**src/equirect_env_map_sampler_core_macros.svh**
```systemverilog
// ---------------------------------------------------------------------------
// equirect env map sampler assertion macros
// Concurrent check helpers, compiled away in synthesis builds.
// ---------------------------------------------------------------------------
`ifndef EQUIRECT_ENV_MAP_SAMPLER_CORE_MACROS_SVH
`define EQUIRECT_ENV_MAP_SAMPLER_CORE_MACROS_SVH

`ifndef SYNTHESIS
// antecedent implies consequent in the same cycle
`define EMSS_ASSERT_SAME(label, ante, cons) \
  label: assert property (@(posedge clk) disable iff (rst) (ante) |-> (cons)) \
    else $error("emss check failed");
// antecedent implies consequent in the next cycle
`define EMSS_ASSERT_NEXT(label, ante, cons) \
  label: assert property (@(posedge clk) disable iff (rst) (ante) |=> (cons)) \
    else $error("emss check failed");
`else
`define EMSS_ASSERT_SAME(label, ante, cons)
`define EMSS_ASSERT_NEXT(label, ante, cons)
`endif

`endif

```
**src/emss_pkg.sv**
```systemverilog
// ---------------------------------------------------------------------------
// emss_pkg
// Shared constants, types and step functions of the env map sampler.
// ---------------------------------------------------------------------------
package emss_pkg;

  // map geometry and store
  localparam int MAX_WIDTH  = 512;
  localparam int MAX_HEIGHT = 256;
  localparam int DEPTH      = MAX_WIDTH * MAX_HEIGHT;
  localparam int ADDR_W     = $clog2(DEPTH);
  localparam int WIDTH_W    = $clog2(MAX_WIDTH + 1);
  localparam int HEIGHT_W   = $clog2(MAX_HEIGHT + 1);
  localparam int COL_W      = $clog2(MAX_WIDTH);
  localparam int ROW_W      = $clog2(MAX_HEIGHT);
  localparam int CHAN_W     = 16;
  localparam int CFG_W      = 10;
  localparam int CFG_IDX_W  = 2;
  localparam int COORD_W    = 17;
  localparam int DIR_W      = 16;

  // command codes
  localparam logic [1:0] CMD_SAMPLE_UV  = 2'd0;
  localparam logic [1:0] CMD_WRITE      = 2'd1;
  localparam logic [1:0] CMD_SAMPLE_DIR = 2'd2;
  localparam logic [1:0] CMD_NOP        = 2'd3;

  // register indexes
  localparam logic [CFG_IDX_W-1:0] REG_MAP_WIDTH   = 2'd0;
  localparam logic [CFG_IDX_W-1:0] REG_MAP_HEIGHT  = 2'd1;
  localparam logic [CFG_IDX_W-1:0] REG_MAP_PRESENT = 2'd2;

  // unit length in q1.14
  localparam logic signed [DIR_W-1:0] Q14_ONE     = 16'sd16384;
  localparam logic signed [DIR_W-1:0] Q14_NEG_ONE = -16'sd16384;

  // square root unit
  localparam int SQRT_STEPS     = 15;
  localparam int SQ_PER_STAGE   = 3;
  localparam int SQRT_STAGES    = 1 + SQRT_STEPS / SQ_PER_STAGE;
  localparam int SQ_TOP         = 2 * (SQRT_STEPS - 1);
  localparam int SQ_W           = SQ_TOP + 2;
  localparam int ROOT_W         = 15;

  // cordic unit
  localparam int CORDIC_STEPS   = 24;
  localparam int CS_PER_STAGE   = 3;
  localparam int CORDIC_STAGES  = CORDIC_STEPS / CS_PER_STAGE;
  localparam int CW             = 33;
  localparam int AW             = 34;
  localparam int EW             = AW + 2;

  // pipeline stage positions
  localparam int ST_CORDIC0 = SQRT_STAGES;
  localparam int ST_MAP     = ST_CORDIC0 + CORDIC_STAGES;
  localparam int ST_INDEX   = ST_MAP + 1;
  localparam int ST_MEM     = ST_INDEX + 1;
  localparam int NSTG       = ST_MEM + 1;

  // angles in 2^-32 turn
  localparam logic signed [AW-1:0] QUARTER_TURN = AW'(64'd1 << 30);
  localparam logic signed [EW-1:0] HALF_TURN    = EW'(64'd1 << 31);
  localparam logic signed [EW-1:0] FULL_TURN    = EW'(64'd1 << 32);

  localparam logic [31:0] ARC_TABLE [CORDIC_STEPS] = '{
    32'h20000000, 32'h12E4051E, 32'h09FB385B, 32'h051111D4,
    32'h028B0D43, 32'h0145D7E1, 32'h00A2F61E, 32'h00517C55,
    32'h0028BE53, 32'h00145F2F, 32'h000A2F98, 32'h000517CC,
    32'h00028BE6, 32'h000145F3, 32'h0000A2FA, 32'h0000517D,
    32'h000028BE, 32'h0000145F, 32'h00000A30, 32'h00000518,
    32'h0000028C, 32'h00000146, 32'h000000A3, 32'h00000051
  };

  typedef struct packed {
    logic [CHAN_W-1:0] red;
    logic [CHAN_W-1:0] green;
    logic [CHAN_W-1:0] blue;
  } texel_t;

  typedef struct packed {
    logic signed [CW-1:0] x;
    logic signed [CW-1:0] y;
    logic signed [AW-1:0] ang;
  } cordic_t;

  typedef struct packed {
    logic [SQ_W-1:0] rem;
    logic [SQ_W-1:0] root;
  } sqrt_t;

  // one vectoring rotation
  function automatic cordic_t cordic_step(cordic_t s, int k);
    cordic_t r;
    logic signed [CW-1:0] dx;
    logic signed [CW-1:0] dy;
    logic signed [AW-1:0] arc;
    dx  = s.y >>> k;
    dy  = s.x >>> k;
    arc = $signed({2'b00, ARC_TABLE[k]});
    if (!s.y[CW-1]) begin
      r.x   = s.x + dx;
      r.y   = s.y - dy;
      r.ang = s.ang + arc;
    end else begin
      r.x   = s.x - dx;
      r.y   = s.y + dy;
      r.ang = s.ang - arc;
    end
    return r;
  endfunction

  // one digit of the floor square root
  function automatic sqrt_t sqrt_step(sqrt_t s, int n);
    sqrt_t r;
    logic [SQ_W-1:0] bitv;
    logic [SQ_W-1:0] trial;
    bitv  = SQ_W'(1) << (SQ_TOP - 2 * n);
    trial = s.root + bitv;
    if (s.rem >= trial) begin
      r.rem  = s.rem - trial;
      r.root = (s.root >> 1) + bitv;
    end else begin
      r.rem  = s.rem;
      r.root = s.root >> 1;
    end
    return r;
  endfunction

  // angle to q1.16 coordinate with clamp to [0, 1]
  function automatic logic [COORD_W-1:0] angle_to_q16(logic signed [EW-1:0] a);
    logic [COORD_W-1:0] q;
    if (a < 0) begin
      q = '0;
    end else if (a > FULL_TURN) begin
      q = FULL_TURN[16 +: COORD_W];
    end else begin
      q = a[16 +: COORD_W];
    end
    return q;
  endfunction

endpackage

```
**src/emss_sqrt_pipe.sv**
```systemverilog
// ---------------------------------------------------------------------------
// emss_sqrt_pipe
// Pipelined cosine term: floor sqrt of (1 - z*z) in q1.14, three digits a stage.
// ---------------------------------------------------------------------------
module emss_sqrt_pipe (
  input  logic                                  clk,
  input  logic [emss_pkg::SQRT_STAGES-1:0]      en,
  input  logic signed [emss_pkg::DIR_W-1:0]     z,
  output logic [emss_pkg::ROOT_W-1:0]           root
);
  import emss_pkg::*;

  logic signed [2*DIR_W-1:0] zsq;
  sqrt_t                     st [SQRT_STAGES];

  // square of the saturated z
  assign zsq = z * z;

  always_ff @(posedge clk) begin
    if (en[0]) begin
      st[0].rem  <= (SQ_W'(1) << SQ_TOP) - zsq[SQ_W-1:0];
      st[0].root <= '0;
    end
  end

  // digit stages
  for (genvar s = 1; s < SQRT_STAGES; s++) begin : g_stage
    sqrt_t nxt;
    always_comb begin
      nxt = st[s-1];
      for (int t = 0; t < SQ_PER_STAGE; t++) begin
        nxt = sqrt_step(nxt, (s - 1) * SQ_PER_STAGE + t);
      end
    end
    always_ff @(posedge clk) begin
      if (en[s]) st[s] <= nxt;
    end
  end

  assign root = st[SQRT_STAGES-1].root[ROOT_W-1:0];

endmodule

```
**config.mk**
```make
export PLATFORM = sky130hd
export DESIGN_NAME = emss_sqrt_pipe
export DESIGN_NICKNAME = d
export VERILOG_FILES = /design/src/equirect_env_map_sampler_core_macros.svh /design/src/emss_pkg.sv /design/src/emss_sqrt_pipe.sv
export SDC_FILE = /design/constraint.sdc
export NUM_CORES = 1
export LEC_CHECK = 0
export BUFFER_PORTS_ARGS = -buffer_cell sky130_fd_sc_hd__buf_2
export CORE_MARGIN = 5
export CORE_UTILIZATION = 35
export CTS_CLUSTER_SIZE = 14
export DETAILED_ROUTE_END_ITERATION = 10
export GPL_ROUTABILITY_DRIVEN = 0
export HOLD_SLACK_MARGIN = 0.15
export PLACE_DENSITY = 0.6
export SLEW_MARGIN = 10
export SYNTH_ARGS = -nofsm -noshare
export SYNTH_HDL_FRONTEND = slang
export SYNTH_SLANG_ARGS = --single-unit
```
**constraint.sdc**
```tcl
create_clock -name clk -period 8.2 [get_ports clk]
set_clock_uncertainty 0.1 [all_clocks]
set_input_delay 0 -clock clk [delete_from_list [all_inputs] [get_ports clk]]
set_output_delay 0 -clock clk [all_outputs]
set_load 0.02 [all_outputs]
```
==> results of run 1 <==
==> repair_timing <==
item,4_1_cts,5_1_grt
hold buffers,8,0
endpoints found under the setup margin,0,22
resized for setup,0,11
hold endpoints to repair,193,0
==> cell families after synthesis <==
| logic type | count (synthesis) | synth area share |
|---|---|---|
| simple gates | 768 | 0.161 |
| compound gates | 434 | 0.119 |
| fa+ha+maj | 469 | 0.321 |
| buf+inv | 435 | 0.0695 |
| xor+xnor | 201 | 0.0744 |
| flops | 190 | 0.241 |
| mux | 30 | 0.0137 |
==> cell usage after synthesis (45+ instances only) <==
master / instances / area [µm²]
xnor2_1: 137 / 1200
nor2_1: 176 / 661
fa_1: 232 / 4640
a21oi_1: 141 / 706
nand2_1: 239 / 897
inv_1: 375 / 1410
ha_1: 237 / 2970
o21ai_0: 79 / 395
xor2_1: 64 / 561
edfxtp_1: 190 / 5710
nor3_1: 47 / 235
nand3_1: 45 / 225
==> how the worst min path moves through the flow <==
stage	endpoint	cells past startpoint
global route	st[2][38]	0
detailed placement	st[4][32]	0
floorplan	st[0][31]	0
finish	st[4][32]	0
CTS	st[4][32]	0
global placement	st[4][32]	0
==> final cells by class <==
cell class,instances,area (µm²),area share
clock buffers,18,429,0.0168
inverters,378,1420,0.0556
multi-input cells,1902,16400,0.641
clock inverters,13,114,0.00446
repair buffers,65,415,0.0163
flip-flops and latches,190,5710,0.223
well taps,873,1090,0.0428
==> stage by stage <==
| stage | hold slack (ns) | area (µm²) | cells |
|---|---|---|---|
| finish | 0.342 | 25500 | 3439 |
| global route | 0.352 | 25500 | 3439 |
| CTS | 0.342 | 25500 | 3439 |
| detailed placement | 0.325 | 24900 | 3400 |
| global placement | 0.326 | 24900 | 3400 |
| floorplan | -0.00113 | 23700 | 2527 |
==> routing by layer <==
metal,GRT usage,vias up
met5,0,-
met4,0.0480,0
met3,0.0170,101
met2,0.275,499
met1,0.203,8738
li1,-,8657
==> impl_metrics.tcl, run 1 <==
set metrics [dict create \
    async_flop_share 0 \
    r2r_cells 31 \
    synth_edf_count 190 \
    hold_path_class "flip-flop to flip-flop" \
    diodes 0 \
    drtIter0Drc 1279 \
    htreeDepth 4 \
    routed-wl-met3_um 2600 \
    layout_commonest_cell "inv_1" \
    drv_cap 0 \
    overflow 0 \
    r2r_slack_ns 0.39 \
    clock.fmax_mhz 128 \
    syn_inst 2527 \
    cts_tree "done" \
    r2r_end "st[3][59]" \
    drc 0 \
    worstPathBufferInverterCount 4 \
    relSlewSlack 0.380 \
    finalCritPeriodShare 0.953 \
    drive_above_1_share 0.0565 \
    worstSetupEndpointType "flip-flop" \
    largest_register_ffs 190 \
    critPathLaunchType "flip-flop" \
    ys_ff_latch 190 \
    cts_root_buf "clkbuf_16" \
    grt_pass1_vias 18600 \
    grt_max_degree 42 \
    antenna_left 0 \
    port_buffers 37 \
    syn_area_per_cell_um2 9.37 \
    period_needed_ns 7.81 \
    fin_util 0.380 \
    tightest_slew_ns 0.926 \
    largest-register "st" \
    cp_num_cells 31 \
    wl_met2_um 28400 \
    io-pin-count 38 \
    top_regs "st: 190 flops" \
    clkLatencyLatePin_ns 0.45 \
    grt_pass1_wl_um 94900 \
    cts.clk_slew.worst_paths_ns 0.07 \
    critical_path_required_ns 8.36 \
    synth.distinct_cells 83 \
    final_cell_mix "inv_1 (375), nand2_1 (238), ha_1 (237), fa_1 (232), edfxtp_1 (190)" \
    postCtsSetupRepairBufs 0 \
    arrival_ns 7.97 \
    reg2reg_from "st[2][20]" \
    initial_core_util 0.353 \
    place_ws_ns 0.228 \
    cts_buffers 17 \
    firstDrtPassIters 5 \
    critPathSlowestCell "or3_1" \
    num_rows 95 \
    drv_slew 0 \
    cp-endpoint "st[3][59]" \
    core_area_mm2 0.0672 \
    vias_per_cell 5.23 \
    wl_met1_um 25500 \
    cts.sink_count 190 \
    dpl.hpwl_um 47700 \
    cp_slowest_stage_delay_ns 0.51 \
    wl_per_cell_um 16.8 \
    ys.flop_type "edfxtp_1" \
    clock_path_buffers 2 \
    final_hold_viol_count 0 \
    cp-startpoint "st[2][20]" \
    setup_ws_ns 0.389 \
    seq_area_frac_synth 0.241 \
    area_growth_pct 7.91 \
    maxUsedRoutingLayer "met4" \
    synth.cell_area_mm2 0.0237 \
    dieArea_mm2 0.0729 \
    grtUsageTotal 0.157 \
    fill_cells 6597 \
    crit_family "simple AND/OR/NAND/NOR gates" \
    antenna_found_initial 0 \
    final-setup-viol-count 0 \
    synth_nets 3019 \
    routed_wl_um 57900 \
    yosys_warnings 0 \
    status "complete, no violations" \
    tns_ns 0 \
    path_class "flip-flop to flip-flop" \
    fp.dieH_um 270 \
    num_vias 18000 \
    cp_max_fo 14 \
    die_w_um 270 \
    rsz0062_at_grt "no" \
    holdCritStartpoint "st[3][32]" \
    final_nets 3046 \
]
Power of run 1 is left out: the tool's default activity adds up to more than one toggle a clock period on the data nets, which glitch-free logic cannot reach.
==> run 2: changes to the inputs <==
==> constraint.sdc (replaced) <==
create_clock -name clk -period 8.2 [get_ports clk]
set_clock_uncertainty 0.1 [all_clocks]
set_input_delay 0.41 -clock clk [delete_from_list [all_inputs] [get_ports clk]]
set_output_delay 0.41 -clock clk [all_outputs]
set_load 0.02 [all_outputs]
==> run 2 against run 1 <==
Effect of this change: final cell count decreased by 0.23%; critical path depth unchanged; sequential share of layout area increased by 0.070 points; setup slack improved by 0.016 ns; flip-flop and latch count unchanged; via count about the same; global-route usage about the same; critical path type unchanged; routed wire length about the same; design area decreased by 0.31%.
==> impl_metrics.tcl, run 2 (synthesized netlist as in run 1, its figures left out) <==
set metrics [dict create \
    path_class "flip-flop to flip-flop" \
    antenna_found_initial 0 \
    htreeDepth 4 \
    tightest_slew_ns 0.945 \
    relSlewSlack 0.368 \
    antenna_left 0 \
    worstPathBufferInverterCount 4 \
    cp_num_cells 31 \
    drv_cap 0 \
    dieArea_mm2 0.0729 \
    clock_path_buffers 2 \
    drc 0 \
    layout_commonest_cell "inv_1" \
    grt_max_degree 42 \
    largest_register_ffs 190 \
    area_growth_pct 7.57 \
    routed_wl_um 57900 \
    fp.dieH_um 270 \
    arrival_ns 7.96 \
    grt_pass1_vias 18600 \
    largest-register "st" \
    crit_family "simple AND/OR/NAND/NOR gates" \
    cts.clk_slew.worst_paths_ns 0.07 \
    worstSetupEndpointType "flip-flop" \
    tns_ns 0 \
    holdCritStartpoint "en[5]" \
    final_nets 3038 \
    final_cell_mix "inv_1 (375), nand2_1 (238), ha_1 (237), fa_1 (232), edfxtp_1 (190)" \
    cts_buffers 17 \
    r2r_cells 31 \
    cts_tree "done" \
    r2r_end "st[3][59]" \
    globalRouteMet3Util 0.0171 \
    overflow 0 \
    top_usage_layer "met2" \
    io-pin-count 38 \
    critical_path_required_ns 8.37 \
    fill_cells 6601 \
    num_rows 95 \
    critPathLaunchType "flip-flop" \
    firstDrtPassIters 5 \
    cp_slowest_stage_delay_ns 0.51 \
    cts.sink_count 190 \
    rsz0062_at_grt "no" \
    vias_per_cell 5.25 \
    final_hold_viol_count 0 \
    cp-endpoint "st[3][59]" \
    drtIter0Drc 1233 \
    grt_pass1_wl_um 94800 \
    wl_per_cell_um 16.9 \
    hold_path_class "primary input to flip-flop" \
    period_needed_ns 7.79 \
    finalCritPeriodShare 0.951 \
    cts_root_buf "clkbuf_16" \
    diodes 0 \
    status "complete, no violations" \
    drv_slew 0 \
    die_w_um 270 \
    clock.fmax_mhz 128 \
    top_regs "st: 190 flops" \
    core_area_mm2 0.0672 \
    cp-startpoint "st[2][20]" \
    dpl.hpwl_um 47700 \
    critPathSlowestCell "or3_1" \
    port_buffers 37 \
    initial_core_util 0.353 \
    num_vias 18000 \
    use_met2 0.275 \
    drive_above_1_share 0.0567 \
    met1_usage 0.203 \
    clkLatencyLatePin_ns 0.45 \
    reg2reg_from "st[2][20]" \
    cp_max_fo 14 \
    grtUsageTotal 0.156 \
    final-setup-viol-count 0 \
    r2r_slack_ns 0.41 \
]
-- run 2: cell types whose count changed in the layout (fill, tap and decap cells not counted) --
cell / delta
dlygate4sd3_1: -8
-- run 2: cell type report --
cell class / count / area, µm² / share of cell area
Tap cell: 873 / 1090 / 0.0429
Inverter: 378 / 1420 / 0.0558
Sequential cell: 190 / 5710 / 0.224
Multi-Input combinational cell: 1902 / 16400 / 0.643
Clock buffer: 18 / 429 / 0.0169
Clock inverter: 13 / 114 / 0.00447
Timing Repair Buffer: 57 / 335 / 0.0132
-- run 2: metal layers --
metal	up-vias	part of all wire
met5	-	0
met4	0	0.025
met3	102	0.044
met2	499	0.49
met1	8750	0.44
li1	8650	-
-- run 2: repair_timing --
item | CTS | global route
endpoints found under the setup margin | 0 | 22
endpoints found under the hold margin | 0 | 0
hold buffers | 0 | 0
resized for setup | 0 | 11
setup buffers | 0 | 0
-- run 2: worst min path at each step --
stage | endpoint | cells past startpoint
2_1_floorplan | st[2][39] | 0
4_1_cts | st[0][31] | 1
3_3_place_gp | st[4][32] | 0
6_report | st[5][12] | 1
5_1_grt | st[5][12] | 1
3_5_place_dp | st[4][32] | 0
-- run 2: through the flow --
| step | cells | cell area, µm² | hold slack [ns] | worst slack, ns | util |
|---|---|---|---|---|---|
| final | 3431 | 25500 | 0.319 | 0.406 | 0.379 |
| after global routing | 3431 | 25500 | 0.315 | 0.0163 | 0.379 |
| after CTS | 3431 | 25400 | 0.289 | 0.208 | 0.379 |
| after detailed placement | 3400 | 24900 | 0.325 | 0.228 | 0.370 |
| after global placement | 3400 | 24900 | 0.326 | 0.472 | 0.370 |
| after floorplan | 2527 | 23700 | 0.317 | 0.599 | - |
Power of run 2 is left out for the same reason.
==> run 3: changes to the inputs <==
CORE_UTILIZATION = 43   (was 35)
PLACE_DENSITY = 0.69   (was 0.6)
==> run 3 against run 2 <==
Effect of this change: register-to-register slack improved by 0.07 ns; global-route usage increased by 3.2 points; non-clock buffer count down 2; setup slack better by 0.073 ns; routed wire length is 2.3% lower; critical path type unchanged; critical endpoint is now st[3][57]; highest routed layer unchanged.
==> impl_metrics.tcl, run 3 (synthesized netlist as in run 1, its figures left out) <==
set metrics [dict create \
    reg2reg_from "st[2][21]" \
    clkLatencyLatePin_ns 0.46 \
    final_cell_mix "inv_1 (375), nand2_1 (238), ha_1 (235), fa_1 (232), edfxtp_1 (190)" \
    firstDrtPassIters 8 \
    layout_commonest_cell "inv_1" \
    arrival_ns 7.82 \
    grt_pass1_wl_um 93100 \
    area_growth_pct 7.08 \
    hold_depth 1 \
    r2r_cells 29 \
    initial_core_util 0.432 \
    antenna_found_initial 0 \
    top_regs "st: 190 flops" \
    port_buffers 37 \
    r2r_end "st[3][57]" \
    drive_above_1_share 0.0594 \
    drv_slew 0 \
    core_area_mm2 0.0548 \
    grt_pass1_vias 18500 \
    period_needed_ns 7.72 \
    worstSetupEndpointType "flip-flop" \
    dpl.hpwl_um 46300 \
    htreeDepth 4 \
    cp_slowest_stage_delay_ns 0.59 \
    routed_wl_um 56600 \
    finalCritPeriodShare 0.942 \
    largest_register_ffs 190 \
    worstPathBufferInverterCount 4 \
    grtUsageTotal 0.189 \
    cts.clk_slew.worst_paths_ns 0.08 \
    post_dp_cell_area_mm2 0.0246 \
    drtIter0Drc 1310 \
    cts_root_buf "clkbuf_16" \
    clock_path_buffers 2 \
    cp_max_fo 14 \
    num_rows 86 \
    cts_tree "done" \
    tightest_slew_ns 0.931 \
    drc 0 \
    cpMostUsedCell "nand4_1" \
    dieArea_mm2 0.0599 \
    cts_buffers 17 \
    path_class "flip-flop to flip-flop" \
    largest-register "st" \
    grt_max_degree 42 \
    holdCritStartpoint "en[5]" \
    clock.fmax_mhz 130 \
    die_w_um 245 \
    r2r_slack_ns 0.48 \
    critical_path_required_ns 8.30 \
    antenna_left 0 \
    critPathSlowestCell "or3_1" \
    vias_per_cell 5.57 \
    holdWs_ns 0.308 \
    hold_path_class "primary input to flip-flop" \
    diodes 0 \
    hold_path_end "st[5][0]" \
    place_ws_ns 0.252 \
    crit_family "simple AND/OR/NAND/NOR gates" \
    critPathLaunchType "flip-flop" \
    final-setup-viol-count 0 \
    setup_ws_ns 0.479 \
    cts.sink_count 190 \
    instances_no_fill 3261 \
    final_area_mm2 0.0254 \
    final_nets 3036 \
    num_vias 18200 \
    final_hold_viol_count 0 \
    numPlacedInstances 3225 \
    relSlewSlack 0.379 \
    io-pin-count 38 \
    overflow 0 \
    status "complete, no violations" \
    hold_buffers 0 \
    drv_cap 0 \
    wl_per_cell_um 17.3 \
    fp.dieH_um 245 \
]
==> run 3: how the worst max path moves through the flow <==
stage,start,endpoint,slack (ns),cells past startpoint
after global routing,st[4][14],st[5][0],-0.03,40
final,st[2][21],st[3][57],0.48,29
after CTS,st[4][14],st[5][0],0.22,38
after detailed placement,st[4][14],st[5][0],0.25,38
after floorplan,st[4][14],st[5][0],0.60,42
after global placement,st[4][14],st[5][0],0.54,38
==> run 3: layer usage <==
layer  vias to the layer above  wire [µm]  global-route usage
met5                         -          0                   0
met4                         0       1760              0.0634
met3                       121       2930              0.0225
met2                       609      27800               0.327
met1                      8805      24100               0.246
li1                       8643          -                   -
==> run 3: repair_timing <==
action	CTS	global route
gates resized for setup	0	22
hold endpoints to repair	0	0
buffers inserted	0	4
endpoints found under the setup margin	0	19
==> run 3: through the flow <==
stage           util  setup TNS [ns]
6_report       0.463               0
5_1_grt        0.463         -0.0319
4_1_cts        0.461               0
3_5_place_dp   0.450               0
3_3_place_gp   0.450               0
2_1_floorplan      -               0
==> run 3: cell type report <==
cell class	count	area, µm²
clock buffers	17	425
clock inverters	15	196
fillers	5111	29400
inverters	378	1420
multi-input cells	1902	16400
flip-flops and latches	190	5710
well taps	704	881
repair buffers	55	324
==> run 3: worst reg2reg max path: cells and delay by family, from the launching register on <==
| kind | cells | cell delay (ns) |
|---|---|---|
| and+or+nand+nor | 15 | 3.81 |
| buffers and inverters | 4 | 0.57 |
| AOI/OAI and AO/OA | 6 | 1.15 |
| DFF | 1 | 0.46 |
| xor gates and xnor gates | 1 | 0.18 |
| adders and majority gates | 3 | 1.23 |
Power of run 3 is left out for the same reason.
